**config.mk**
```make
export PLATFORM = sky130hd
export DESIGN_NAME = modular_power_of_base_top
export DESIGN_NICKNAME = d
export VERILOG_FILES = /design/src/design/mpb_pkg.sv /design/src/design/mpb_datapath.sv /design/src/design/mpb_ctrl.sv /design/src/design/modular_power_of_base_top.sv
export SDC_FILE = /design/constraint.sdc
export NUM_CORES = 1
export LEC_CHECK = 0
export BUFFER_PORTS_ARGS = -buffer_cell sky130_fd_sc_hd__buf_2
export CAP_MARGIN = 5
export CORE_ASPECT_RATIO = 0.8
export CORE_MARGIN = 2
export CORE_UTILIZATION = 50
export CTS_BUF_LIST = sky130_fd_sc_hd__clkbuf_2 sky130_fd_sc_hd__clkbuf_4 sky130_fd_sc_hd__clkbuf_8
export CTS_CLUSTER_SIZE = 16
export DETAILED_ROUTE_END_ITERATION = 16
export GPL_ROUTABILITY_DRIVEN = 0
export PLACE_DENSITY = 0.77
export SYNTH_ARGS = -nofsm -noshare
export SYNTH_HDL_FRONTEND = slang
export SYNTH_HIERARCHICAL = 1
export SYNTH_SLANG_ARGS = --single-unit
```
**constraint.sdc**
```tcl
create_clock -name clock -period 6.4 [get_ports clock]
set_input_delay 1.28 -clock clock [delete_from_list [all_inputs] [get_ports clock]]
set_output_delay 1.28 -clock clock [all_outputs]
set_load 0.01 [all_outputs]
```
**src/design/mpb_pkg.sv**
```systemverilog
`timescale 1ns / 1ps
// ----------------------------------------------------------------------------
// mpb_pkg
// Shared types and constants for the modular power block.
// ----------------------------------------------------------------------------
package mpb_pkg;

   // Configuration register indexes.
   localparam logic CSR_MODULUS = 1'b0;
   localparam logic CSR_BASE    = 1'b1;

   // Register values after reset.
   localparam logic [63:0] RESET_MODULUS = 64'd1000003;
   localparam logic [63:0] RESET_BASE    = 64'd2;

   typedef enum logic [2:0] {
      ST_IDLE,
      ST_BASE,
      ST_SETUP,
      ST_CHECK,
      ST_MUL,
      ST_COMMIT,
      ST_DONE
   } mpb_state_type;

   // Commands from the controller to the datapath.
   typedef struct packed {
      logic start;
      logic step;
      logic commit_base;
      logic mul_start;
      logic commit_bit;
      logic load_out;
   } mpb_cmd_type;

   // Status from the datapath to the controller.
   typedef struct packed {
      logic last_step;
      logic exp_zero;
   } mpb_status_type;

endpackage

```
**src/design/mpb_datapath.sv**
```systemverilog
`timescale 1ns / 1ps
// ----------------------------------------------------------------------------
// mpb_datapath
// Exponent shifter, running power, accumulator and two bit-serial modular
// multiplier lanes that share one multiplier operand.
// ----------------------------------------------------------------------------
module mpb_datapath #(
   parameter int EXP_BITS = 40,
   parameter int MOD_BITS = 20
) (
   input  logic                  clock,
   input  logic                  reset,
   input  mpb_pkg::mpb_cmd_type  cmd,
   output mpb_pkg::mpb_status_type status,
   input  logic [EXP_BITS-1:0]   exponent,
   input  logic [MOD_BITS-1:0]   modulus,
   input  logic [MOD_BITS-1:0]   base,
   output logic [MOD_BITS-1:0]   result
);
   import mpb_pkg::*;

   localparam int CW = $clog2(MOD_BITS);

   logic [EXP_BITS-1:0] exp_ff, exp_in;
   logic [MOD_BITS-1:0] acc_ff, acc_in;
   logic [MOD_BITS-1:0] run_ff, run_in;
   logic [MOD_BITS-1:0] a0_ff, a0_in;
   logic [MOD_BITS-1:0] a1_ff, a1_in;
   logic [MOD_BITS-1:0] b_ff, b_in;
   logic [MOD_BITS-1:0] r0_ff, r0_in;
   logic [MOD_BITS-1:0] r1_ff, r1_in;
   logic [MOD_BITS-1:0] result_ff, result_in;
   logic [CW-1:0]       cnt_ff, cnt_in;
   logic [MOD_BITS:0]   mod2;
   logic [MOD_BITS-1:0] r0_next, r1_next;

   // One Horner step of an interleaved modular multiply: r = 2r + b*a mod m.
   // With r < m and a <= m the sum stays below 3m, so one of two
   // subtractions brings it back into range.
   function automatic logic [MOD_BITS-1:0] mod_step(
      input logic [MOD_BITS-1:0] r,
      input logic [MOD_BITS-1:0] a,
      input logic                bit_b,
      input logic [MOD_BITS-1:0] m,
      input logic [MOD_BITS:0]   m2
   );
      logic [MOD_BITS+1:0] t;
      t = {1'b0, r, 1'b0} + (bit_b ? {2'b00, a} : {(MOD_BITS+2){1'b0}});
      if (t >= {1'b0, m2}) begin
         t = t - {1'b0, m2};
      end else if (t >= {2'b00, m}) begin
         t = t - {2'b00, m};
      end
      return t[MOD_BITS-1:0];
   endfunction

   assign mod2    = {modulus, 1'b0};
   assign r0_next = mod_step(r0_ff, a0_ff, b_ff[MOD_BITS-1], modulus, mod2);
   assign r1_next = mod_step(r1_ff, a1_ff, b_ff[MOD_BITS-1], modulus, mod2);

   always_comb begin
      exp_in    = exp_ff;
      acc_in    = acc_ff;
      run_in    = run_ff;
      a0_in     = a0_ff;
      a1_in     = a1_ff;
      b_in      = b_ff;
      r0_in     = r0_ff;
      r1_in     = r1_ff;
      cnt_in    = cnt_ff;
      result_in = result_ff;
      if (cmd.start) begin
         // Reduce the base first: 1 * base mod m.
         exp_in = exponent;
         a0_in  = MOD_BITS'(1);
         a1_in  = '0;
         b_in   = base;
         r0_in  = '0;
         r1_in  = '0;
         cnt_in = CW'(MOD_BITS - 1);
      end
      if (cmd.mul_start) begin
         a0_in  = acc_ff;
         a1_in  = run_ff;
         b_in   = run_ff;
         r0_in  = '0;
         r1_in  = '0;
         cnt_in = CW'(MOD_BITS - 1);
      end
      if (cmd.step) begin
         r0_in  = r0_next;
         r1_in  = r1_next;
         b_in   = {b_ff[MOD_BITS-2:0], 1'b0};
         cnt_in = cnt_ff - CW'(1);
      end
      if (cmd.commit_base) begin
         run_in = r0_ff;
         acc_in = (modulus == MOD_BITS'(1)) ? '0 : MOD_BITS'(1);
      end
      if (cmd.commit_bit) begin
         if (exp_ff[0]) begin
            acc_in = r0_ff;
         end
         run_in = r1_ff;
         exp_in = exp_ff >> 1;
      end
      if (cmd.load_out) begin
         result_in = (modulus == '0) ? '0 : acc_ff;
      end
   end

   always_ff @(posedge clock) begin
      exp_ff    <= exp_in;
      acc_ff    <= acc_in;
      run_ff    <= run_in;
      a0_ff     <= a0_in;
      a1_ff     <= a1_in;
      b_ff      <= b_in;
      r0_ff     <= r0_in;
      r1_ff     <= r1_in;
      result_ff <= result_in;
   end

   always_ff @(posedge clock) begin
      if (reset) begin
         cnt_ff <= '0;
      end else begin
         cnt_ff <= cnt_in;
      end
   end

   assign status.last_step = (cnt_ff == '0);
   assign status.exp_zero  = (exp_ff == '0);
   assign result           = result_ff;

endmodule

```
**src/design/mpb_ctrl.sv**
```systemverilog
`timescale 1ns / 1ps
// ----------------------------------------------------------------------------
// mpb_ctrl
// Sequencer for base reduction, per-bit multiply passes and result handoff.
// ----------------------------------------------------------------------------
module mpb_ctrl (
   input  logic                    clock,
   input  logic                    reset,
   input  logic                    req_tvalid,
   output logic                    req_tready,
   output logic                    rsp_tvalid,
   input  logic                    rsp_tready,
   input  mpb_pkg::mpb_status_type status,
   output mpb_pkg::mpb_cmd_type    cmd
);
   import mpb_pkg::*;

   mpb_state_type state_ff, state_in;
   logic          rsp_valid_ff, rsp_valid_in;

   always_ff @(posedge clock) begin
      if (reset) begin
         state_ff     <= ST_IDLE;
         rsp_valid_ff <= 1'b0;
      end else begin
         state_ff     <= state_in;
         rsp_valid_ff <= rsp_valid_in;
      end
   end

   always_comb begin
      state_in   = state_ff;
      cmd        = '0;
      req_tready = 1'b0;
      case (state_ff)
         ST_IDLE: begin
            req_tready = 1'b1;
            if (req_tvalid) begin
               cmd.start = 1'b1;
               state_in  = ST_BASE;
            end
         end
         ST_BASE: begin
            cmd.step = 1'b1;
            if (status.last_step) begin
               state_in = ST_SETUP;
            end
         end
         ST_SETUP: begin
            cmd.commit_base = 1'b1;
            state_in        = ST_CHECK;
         end
         ST_CHECK: begin
            if (status.exp_zero) begin
               state_in = ST_DONE;
            end else begin
               cmd.mul_start = 1'b1;
               state_in      = ST_MUL;
            end
         end
         ST_MUL: begin
            cmd.step = 1'b1;
            if (status.last_step) begin
               state_in = ST_COMMIT;
            end
         end
         ST_COMMIT: begin
            cmd.commit_bit = 1'b1;
            state_in       = ST_CHECK;
         end
         ST_DONE: begin
            if (!rsp_valid_ff || rsp_tready) begin
               cmd.load_out = 1'b1;
               state_in     = ST_IDLE;
            end
         end
         default: begin
            state_in = ST_IDLE;
         end
      endcase
      rsp_valid_in = cmd.load_out | (rsp_valid_ff & ~rsp_tready);
   end

   assign rsp_tvalid = rsp_valid_ff;

endmodule

```
**src/design/modular_power_of_base_top.sv**
```systemverilog
`timescale 1ns / 1ps
// ----------------------------------------------------------------------------
// modular_power_of_base_top
// Computes base ** exponent mod modulus by LSB-first square-and-multiply.
// ----------------------------------------------------------------------------
// Usage:
//   An exponent arrives on the req_ stream; each accepted transaction yields
//   exactly one rsp_ transaction carrying base ** exponent mod modulus.
//   Modulus (index 0) and base (index 1) reset to 1000003 and 2. The user
//   must write them via csr_ only while the block is idle; nothing checks it.
// Multiplier and flow:
//   Every modular multiply is bit-serial, one operand bit per cycle, with
//   the square and the conditional multiply running in two lanes side by
//   side. Base reduction runs first, then one multiply pass per exponent
//   bit up to the highest set one, then the result handoff.
//   One item is in flight at a time; the next is accepted once the result
//   is in the output register.
// Reset and stall:
//   A synchronous reset empties the output register, returns the sequencer
//   to idle and restores the register reset values. While the receiver
//   stalls, the result holds in the output register and a new exponent may
//   still be accepted and worked on; it then waits until the register frees.
// ----------------------------------------------------------------------------
module modular_power_of_base_top #(
   parameter int EXP_BITS = 40,
   parameter int MOD_BITS = 20
) (
   input  logic                              clock,
   input  logic                              reset,
   // Input stream: tdata holds exponent in the low EXP_BITS bits.
   input  logic                              req_tvalid,
   output logic                              req_tready,
   input  logic [((EXP_BITS+7)/8)*8-1:0]     req_tdata,
   // Result stream: tdata holds result in the low MOD_BITS bits.
   output logic                              rsp_tvalid,
   input  logic                              rsp_tready,
   output logic [((MOD_BITS+7)/8)*8-1:0]     rsp_tdata,
   // Configuration write port.
   input  logic                              csr_we,
   input  logic                              csr_index,
   input  logic [MOD_BITS-1:0]               csr_wdata
);
   import mpb_pkg::*;

   localparam int RSP_W = ((MOD_BITS + 7) / 8) * 8;

   logic [MOD_BITS-1:0] modulus_ff, modulus_in;
   logic [MOD_BITS-1:0] base_ff, base_in;
   logic [MOD_BITS-1:0] result;
   mpb_cmd_type         cmd;
   mpb_status_type      status;

   // Config registers; user must write only while the block is idle, unchecked.
   always_comb begin
      modulus_in = modulus_ff;
      base_in    = base_ff;
      if (csr_we) begin
         case (csr_index)
            CSR_MODULUS: modulus_in = csr_wdata;
            CSR_BASE:    base_in    = csr_wdata;
            default: begin
               modulus_in = modulus_ff;
            end
         endcase
      end
   end

   always_ff @(posedge clock) begin
      if (reset) begin
         modulus_ff <= RESET_MODULUS[MOD_BITS-1:0];
         base_ff    <= RESET_BASE[MOD_BITS-1:0];
      end else begin
         modulus_ff <= modulus_in;
         base_ff    <= base_in;
      end
   end

   // The sequencer owns the handshakes and the output valid flag.
   mpb_ctrl u_ctrl (
      .clock      (clock),
      .reset      (reset),
      .req_tvalid (req_tvalid),
      .req_tready (req_tready),
      .rsp_tvalid (rsp_tvalid),
      .rsp_tready (rsp_tready),
      .status     (status),
      .cmd        (cmd)
   );

   // The datapath holds the operands, the two multiplier lanes and the
   // registered result.
   mpb_datapath #(
      .EXP_BITS (EXP_BITS),
      .MOD_BITS (MOD_BITS)
   ) u_datapath (
      .clock    (clock),
      .reset    (reset),
      .cmd      (cmd),
      .status   (status),
      .exponent (req_tdata[EXP_BITS-1:0]),
      .modulus  (modulus_ff),
      .base     (base_ff),
      .result   (result)
   );

   // Pad the result with zeros up to a whole number of bytes.
   assign rsp_tdata = RSP_W'(result);

endmodule

```
# Yosys cells after proc, flatten, opt, wreduce, memory -nomap -nowiden

Cells that the tools add are included.

Add/subtract/negate cells: 7
Bitwise operators: 4
Equal/unequal tests: 11
$lt $le $gt $ge: 4
Reduce and logical (&&, ||, !) cells: 15
Mux-type cells: 43

Operators with widths:

| operator                                                                | number |
|---|---|
| 20-bit two-way mux                                                      | 21 |
| 20-bit subtractor                                                       | 4 |
| 39-bit two-way mux                                                      | 2 |
| 21-bit by 20-bit adder with 22-bit output                               | 2 |
| 22-bit by 20-bit >= comparator with 1-bit output                        | 2 |
| 22-bit by 21-bit >= comparator with 1-bit output                        | 2 |
| 40-bit logical NOT                                                      | 1 |
| 20-bit by 1-bit equality test with 1-bit output (second input constant) | 1 |
| 20-bit logical NOT                                                      | 1 |
| 3-bit case mux with 6 select lines                                      | 1 |
| 5-bit two-way mux                                                       | 3 |
| 3-bit two-way mux                                                       | 4 |
| 1-bit two-way mux                                                       | 11 |
| 3-bit equality test (second input constant)                             | 3 |
| 3-bit by 2-bit equality test with 1-bit output (second input constant)  | 2 |
| 2-bit inequality test (second input constant)                           | 3 |
| 2-bit nonzero test                                                      | 3 |
| 5-bit logical NOT                                                       | 1 |
| 5-bit by 1-bit subtractor with 5-bit output (second input constant)     | 1 |
| 2-bit AND reduction                                                     | 2 |
| 4-bit AND reduction                                                     | 1 |
| 2-bit OR reduction                                                      | 2 |
| 3-bit by 1-bit equality test with 1-bit output (second input constant)  | 1 |
| 3-bit logical NOT                                                       | 1 |
| 8 further kinds                                                         | 9 |

Flip-flop bits (word level): 249
Word-level logic and storage cells: 100
Bits of input ports: 66
Output and inout bits: 26

# Logic depth before layout (Yosys ltp)

Gate-level depths: netlist (run 1).

Word-level depth: 6
Mapped depth: 23
Gate-level depth less buffers: 20

# By module

The synthesis (run 1) kept the hierarchy.

Modules (own cells, without submodules):

| module                    | cells each | area each (um2) | seq. area each (um2) | times used |
|---|---|---|---|---|
| mpb_datapath              | 1452       | 14585.2         | 5885.6               | 1 |
| modular_power_of_base_top | 169        | 1704.1          | 800.8                | 1 |
| mpb_ctrl                  | 34         | 271.5           | 80.1                 | 1 |

# Worst setup path after synthesis (run 1)

OpenSTA, ideal clock, no wires.

Path kind: register to register
From: register u_datapath.b_ff[19]
To: register u_datapath.r1_ff[0], data pin
Buffers on the path: 3
Arrival: 5120 ps
Path slack: 1025 ps
Clock period less this slack: 5375 ps
Required time: 6146 ps
Library setup time: 254 ps
Stages on the path, launching flop included: 24
Cell sequence: edfxtp_1 -> clkbuf_1 -> clkbuf_1 -> and2_1 -> ha_1 -> fa_1 -> a211oi_2 -> o31ai_1 -> a41o_1 -> o21a_1 -> a21o_1 -> a21oi_1 -> xnor2_1 -> ha_1 -> a21o_1 -> a21o_1 -> a2111oi_0 -> o211a_1 -> nor2_1 -> o41ai_1 -> nand3b_2 -> buf_6 -> nor3b_1 -> o21a_1

Longest elaborated chain between the ends: 6
Elaborated cells on any way between the ends: 9
Those cells by class: 3 x add/sub; 2 x order compare; 4 x mux

RTL lines:

| element                                                                                      | RTL line                               | source |
|---|---|---|
| start, declared                                                                              | mpb_datapath.sv:29                     | `logic [MOD_BITS-1:0] b_ff, b_in;` |
| start signal, assigned                                                                       | mpb_datapath.sv:118                    | `b_ff <= b_in;` |
| 20-bit two-way mux (*)                                                                       | mpb_datapath.sv:48                     | `t = {1'b0, r, 1'b0} + (bit_b ? {2'b00, a} : {(MOD_BITS+2){1'b0}});` |
| 21-bit by 20-bit adder with 22-bit output (*)                                                | mpb_datapath.sv:48                     |  |
| 20-bit subtractor / 22-bit by 20-bit >= comparator with 1-bit output (equally long branches) | mpb_datapath.sv:52, mpb_datapath.sv:51 |  |
| 20-bit two-way mux                                                                           | mpb_datapath.sv:51                     | `end else if (t >= {2'b00, m}) begin` |
| 20-bit two-way mux (*)                                                                       | mpb_datapath.sv:49                     | `if (t >= {1'b0, m2}) begin` |
| 20-bit two-way mux (*)                                                                       | mpb_datapath.sv:90                     | `if (cmd.step) begin` |
| end signal, assigned                                                                         | mpb_datapath.sv:120                    | `r1_ff <= r1_in;` |
| end, declared                                                                                | mpb_datapath.sv:31                     | `logic [MOD_BITS-1:0] r1_ff, r1_in;` |

Mark *: on every way between the ends. The rest lies on a longest branch, timed or not.
A chain may end at the register's enable or synchronous reset.

# Worst setup path after layout (run 1)

From: register u_datapath.b_ff[19]
To: register u_datapath.r1_ff[1], data pin

The elaborated chain is that of the path after synthesis.

==> impl_metrics.ini, run 1 <==
[clock_network]
root_buffer = clkbuf_8
cts_tree = built
clk_pin_slew_worst_paths_ns = 0.06
clk_latency_ns = 0.55
cts_max_level = 2
cts_hold_buf = 0
cts_buffers = 38
cts_resized = 0
cts_buffer_depth = 3
cts_num_sinks = 249
postCtsSetupBuffers = 0

[global_routing]
antenna_found_initial = 3
grt_max_degree = 82
grt_pass1_vias = 12600
grt_pass1_wl_mm = 68.8
grt_usage = 0.250
grt_overflow = 0

[yosys]
synth.cell_area_um2 = 16600
async_flop_share = 0
synthMuxAreaShare = 0.0839
synth_xor_xnor_area_share = 0.0492
ys_types = 79
yosysSeqAreaShare = 0.409
synth_top_family_by_area = compound AO/OA/AOI/OAI gates
synth_cells = 1655
yosys.area_share.adder = 0.0979
ys_ff_latch = 249
ys_warn_count = 6
synth_edf_count = 178
synth_compound_area_frac = 0.164
synth_ff_type = edfxtp_1
syn_area_per_cell_um2 = 10.0
synth-simple-area-share = 0.163

[drt]
drc = 0
wl_met2_mm = 19.7
drtIter0Drc = 1496
ant_nets = 0
wl_met3_mm = 4.20
top_layer = met5
routedWlPerCell_um = 20.4
drt-total-wl_mm = 44.7
dr.pass1.iters = 9
vias = 13200
post_drt_via_cell_ratio = 6.05
m1WireLength_mm = 19.7

[critical_path]
critPathMaxFanout = 26
critPathKind = flip-flop to flip-flop
crit_end = u_datapath/r1_ff[1]
max_stage_delay_ns = 0.55
r2r-end = u_datapath/r1_ff[1]
worst_ep_arrival_time_ns = 6.38
r2r_start = u_datapath/b_ff[19]
worst_setup_path_end_kind = flip-flop
crit_top_cell = a21o_1
rr_worst_depth = 21
cp.required_ns = 6.75
start_kind = flip-flop
critical-path-slowest-cell = edfxtp_1
r2r_slack_ns = 0.37
startpoint = u_datapath/b_ff[19]
critical_path.cell_chain = buf_4 -> and2_1 -> ha_1 -> a211oi_2 -> o31ai_1 -> a41o_1 -> o21a_1 -> a21o_1 -> a21oi_1 -> xnor2_1 -> ha_1 -> a21o_1 -> a21o_1 -> a2111oi_0 -> o211a_1 -> nor2_1 -> o41ai_1 -> nand3b_2 -> buf_4 -> o21a_1 -> a221oi_1

[power]
p_leak_uw = 0.00730
powerDensity_nw_per_um2 = 535
ir_worst_vdd_mv = 0.455

[floorplanning]
io_pins = 92
die_w_um = 207
core_um2 = 32600
row_count = 59
fp.dieArea_um2 = 34600
initial_core_util = 0.509
die_height_um = 167

[place]
io_buffer_count = 87
dp.cells = 2117
dpl.hpwl_mm = 33.5

[finish]
final_core_util = 0.556
final_cell_mix = edfxtp_1, a21oi_1, ha_1
finalNetCount = 1923
drive_gt1_frac = 0.150
final_cells = 2187
layout_commonest_cell = edfxtp_1
area_delta_synth_final_pct = 9.31

[timing]
rsz0062_at_grt = no
period_needed_ns = 6.03
tns_ns = 0
period_share = 0.942
hold_viol_final = 0
fmax_mhz = 166
tightest_slew_ns = 1.04
max-slew-margin-rel = 0.309
slew_violations = 0
setup_viol = 0
finalClockSkew_ns = 0.0234

[run_status]
status = finished, final reports clean

[run]
cap_violations = 0

[worst_hold_path]
hold_path.class = flip-flop to flip-flop
[layout make-up]
class	count	area (um^2)
Timing Repair Buffer	99	529
Multi-Input combinational cell	1288	9300
Antenna cell	2	5.00
Clock inverter	8	42.5
Clock buffer	59	718
Tap cell	427	534
Fill cell	2812	14500
Sequential cell	249	6770
Inverter	55	206
[layer usage]
metal / track usage / vias to the layer above
met4: 0.0755 / 2
met3: 0.0594 / 107
met5: 0 / -
li1: - / 6244
met1: 0.353 / 6303
met2: 0.382 / 575
[worst max-delay path: cells and delay by family, from the launching register on]
kind	cells	cell delay, ns
buffers and inverters	2	0.54
AND/OR/NAND/NOR	3	0.34
flip-flops	1	0.55
adder cells (fa/ha/maj)	2	0.74
AO/OA/AOI/OAI	13	3.32
XOR/XNOR	1	0.34
[kinds of logic after synthesis]
logic type                 count (synthesis)
buffers and inverters                    121
and+or+nand+nor                          501
DFF                                      249
muxes                                    131
adders and majority gates                126
other                                      1
xor gates and xnor gates                  93
AOI/OAI and AO/OA                        433
[flip-flops by register name, indices dropped and copies added, names as in the netlist]
name	cells
u_datapath/r1_ff	20
u_datapath/a0_ff	20
base_ff	20
u_datapath/b_ff	20
u_datapath/r0_ff	20
u_datapath/run_ff	20
u_datapath/result	20
u_datapath/a1_ff	20
u_datapath/cnt_ff	5
u_datapath/acc_ff	20
modulus_ff	20
u_ctrl/rsp_tvalid	1
u_ctrl/state_ff	3
u_datapath/exp_ff	40
[where the power goes]
group          internal, uW  switching [uW]  leakage, uW  total, uW
clock network           716             626     0.000406       1340
logic                  2440            3450      0.00458       5890
registers              2140             308      0.00232       2450
[Yosys cell counts, types with 24 or more instances]
master / n / area share
nor3_1: 24 / 0.0073
nand2_1: 100 / 0.023
nor2b_1: 34 / 0.013
nor2_1: 73 / 0.017
nand3_1: 32 / 0.0097
xor2_1: 30 / 0.016
dfxtp_1: 71 / 0.086
inv_1: 53 / 0.012
a21oi_1: 138 / 0.042
nand2b_1: 72 / 0.027
and2_1: 84 / 0.032
mux2i_1: 68 / 0.041
a21o_1: 33 / 0.015
xnor2_1: 63 / 0.033
mux2_2: 63 / 0.043
o21ai_0: 111 / 0.034
edfxtp_1: 178 / 0.32
clkbuf_1: 41 / 0.0093
ha_1: 120 / 0.091
[metrics by stage]
stage	total power [uW]	hold slack (ns)	instance area, um^2	setup WS, ns
final	9690	0.478	18100	0.369
after global routing	10300	0.487	18100	0.0651
after floorplan	6830	0.448	16600	1.03
after detailed placement	8170	0.471	17300	0.489
after CTS	9540	0.479	18100	0.450
after global placement	8000	0.460	17300	0.729
[worst min path at each step]
stage	from	cells past startpoint	to
global placement	modulus_ff[11]	2	modulus_ff[11]
detailed placement	modulus_ff[13]	2	modulus_ff[13]
global route	modulus_ff[13]	2	modulus_ff[13]
finish	modulus_ff[13]	2	modulus_ff[13]
CTS	modulus_ff[12]	2	modulus_ff[12]
floorplan	modulus_ff[12]	2	modulus_ff[12]
Power figures use the tool's default switching activity.
==> inputs of run 2 (changes only) <==
--- a/config.mk
+++ b/config.mk
@@ -5,6 +5,7 @@
 export SDC_FILE = /design/constraint.sdc
 export NUM_CORES = 1
 export LEC_CHECK = 0
+export ABC_AREA = 1
 export BUFFER_PORTS_ARGS = -buffer_cell sky130_fd_sc_hd__buf_2
 export CAP_MARGIN = 5
 export CORE_ASPECT_RATIO = 0.8
==> run 2 against run 1 <==
  * Wire length is 19% higher
  * Utilization about the same
  * Cell area rose by 11%
  * Critical path type unchanged
  * Largest cell class unchanged
==> impl_metrics.ini, run 2 <==
[run_status]
status = finished, final reports clean

[yosys]
synth.cell_area_um2 = 18500
yosysSeqAreaShare = 0.366
synth_xor_xnor_area_share = 0.0389
yosys.area_share.adder = 0.0878
ys_ff_latch = 249
synth_compound_area_frac = 0.0956
synth_top_family_by_area = simple AND/OR/NAND/NOR gates
async_flop_share = 0
synth_area_leaders = edfxtp_1, nand2_1, inv_1
synthMuxAreaShare = 0
yosys.area.top_type = edfxtp_1
synth_top_area_frac = 0.289
ys_warn_count = 6
syn_area_per_cell_um2 = 6.98
synth_edf_count = 178
synth_ff_type = edfxtp_1
synth_cells = 2646
yosys-top-cells-count = nand2_1, inv_1, nor2_1, edfxtp_1, o21ai_0
synth-simple-area-share = 0.305
synth_most_common_cell = nand2_1
ys_types = 46

[finish]
area_delta_synth_final_pct = 8.78
num-fill-cells = 3376
largest_reg_flops = 40
top_register = u_datapath/exp_ff
final_cell_mix = nand2_1, inv_1, nor2_1
antenna_cells = 0
layout_commonest_cell = nand2_1
finalNetCount = 2907
drive_gt1_frac = 0.0790

[global_routing]
grt_pass1_vias = 16200
grt_max_degree = 68
grt_pass1_wl_mm = 84.5
antenna_found_initial = 0
grt_overflow = 0
grt_usage = 0.276

[critical_path]
critical_path.cell_chain = buf_4 -> nand2_1 -> inv_1 -> ha_1 -> fa_1 -> nand3_1 -> nand3_1 -> nand3_1 -> nand2_1 -> xnor2_1 -> inv_1 -> ha_1 -> nand2_1 -> inv_1 -> a21oi_1 -> nand2_1 -> nand2_1 -> nand4_1 -> nand2_1 -> nand2_1 -> a21oi_2 -> nand3_1 -> and2_1
critPathKind = flip-flop to flip-flop
worst_ep_arrival_time_ns = 5.50
max_stage_delay_ns = 0.73
start_kind = flip-flop
crit_top_cell = nand2_1
critPathMaxFanout = 30
worst_setup_path_end_kind = flip-flop
rr_worst_depth = 23
cp.required_ns = 6.67
critical-path-slowest-cell = a21oi_2

[clock_network]
root_buffer = clkbuf_8
cts_resized = 0
cts_buffers = 41
cts_tree = built
cts_max_level = 2
postCtsSetupBuffers = 0
cts_num_sinks = 249
cts_buffer_depth = 3
clk_latency_ns = 0.56
clk_pin_slew_worst_paths_ns = 0.06
cts_hold_buf = 0

[floorplanning]
row_count = 62
io_pins = 92
die_height_um = 176
fp.dieArea_um2 = 38500
die_w_um = 219
initial_core_util = 0.511
core_um2 = 36100

[timing]
tightest_slew_ns = 1.13
finalClockSkew_ns = 0.0393
slew_violations = 0
hold_viol_final = 0
tns_ns = 0
period_share = 0.816
setup_viol = 0
fmax_mhz = 191
period_needed_ns = 5.22
max-slew-margin-rel = 0.243
rsz0062_at_grt = no

[run]
cap_violations = 0

[worst_hold_path]
hold_path.class = flip-flop to flip-flop
whs_path_depth = 2

[drt]
drt-total-wl_mm = 53.4
routedWlPerCell_um = 16.5
post_drt_via_cell_ratio = 5.49
drtIter0Drc = 2138
drc = 0
ant_nets = 0
vias = 17700
dr.pass1.iters = 8

[place]
io_buffer_count = 87
dpl.hpwl_mm = 41.9
[run 2: area by class of cell]
cell class              instances  area (um^2)  area share
flip-flops and latches        249         6770       0.337
multi-input cells            1902         9770       0.486
clock inverters                13         73.8     0.00367
repair buffers                 96          503      0.0250
well taps                     480          601      0.0299
clock buffers                  63          779      0.0388
inverters                     425         1600      0.0794
[run 2: kinds of logic after synthesis]
group,Yosys count
AND/OR/NAND/NOR,1358
buffers and inverters,498
AO/OA/AOI/OAI,332
flip-flops,249
adder cells (fa/ha/maj),126
XOR/XNOR,82
other,1
[run 2: metrics by stage]
step	utilization	instances	hold slack (ns)	area, um^2	worst slack, ns
floorplan	-	2649	0.434	18500	2.33
global placement	0.532	3152	0.453	19200	1.53
detailed placement	0.532	3152	0.463	19200	1.34
CTS	0.556	3228	0.485	20100	1.29
global route	0.556	3228	0.515	20100	0.730
finish	0.556	3228	0.485	20100	1.18
[run 2: worst max-delay path: cells and delay by family, from the launching register on]
family,cells,cell delay (ns)
buffers and inverters,4,0.55
DFF,1,0.52
AOI/OAI and AO/OA,2,0.97
xor gates and xnor gates,1,0.28
and+or+nand+nor,13,1.56
adders and majority gates,3,1.04
[run 2: worst paths after layout]
| path | from | endpoint | slack [ns] |
|---|---|---|---|
| worst max-delay path | u_datapath/b_ff[19] | u_datapath/r0_ff[12] | 1.18 |
| worst min-delay path | u_datapath/cnt_ff[4] | u_datapath/cnt_ff[4] | 0.49 |
| worst max register to register | u_datapath/b_ff[19] | u_datapath/r0_ff[12] | 1.18 |
| worst min register to register | u_datapath/cnt_ff[4] | u_datapath/cnt_ff[4] | 0.49 |
[run 2: layer usage]
layer	global-route usage	wire, um	vias up
li1	-	-	8615
met1	0.419	23800	7967
met2	0.397	21000	1029
met3	0.0523	6890	116
met4	0.0811	1620	0
met5	0	0	-
Power of run 2 is not shown: default switching activity piles up to over one toggle a cycle in this logic, so the estimate is an artifact.
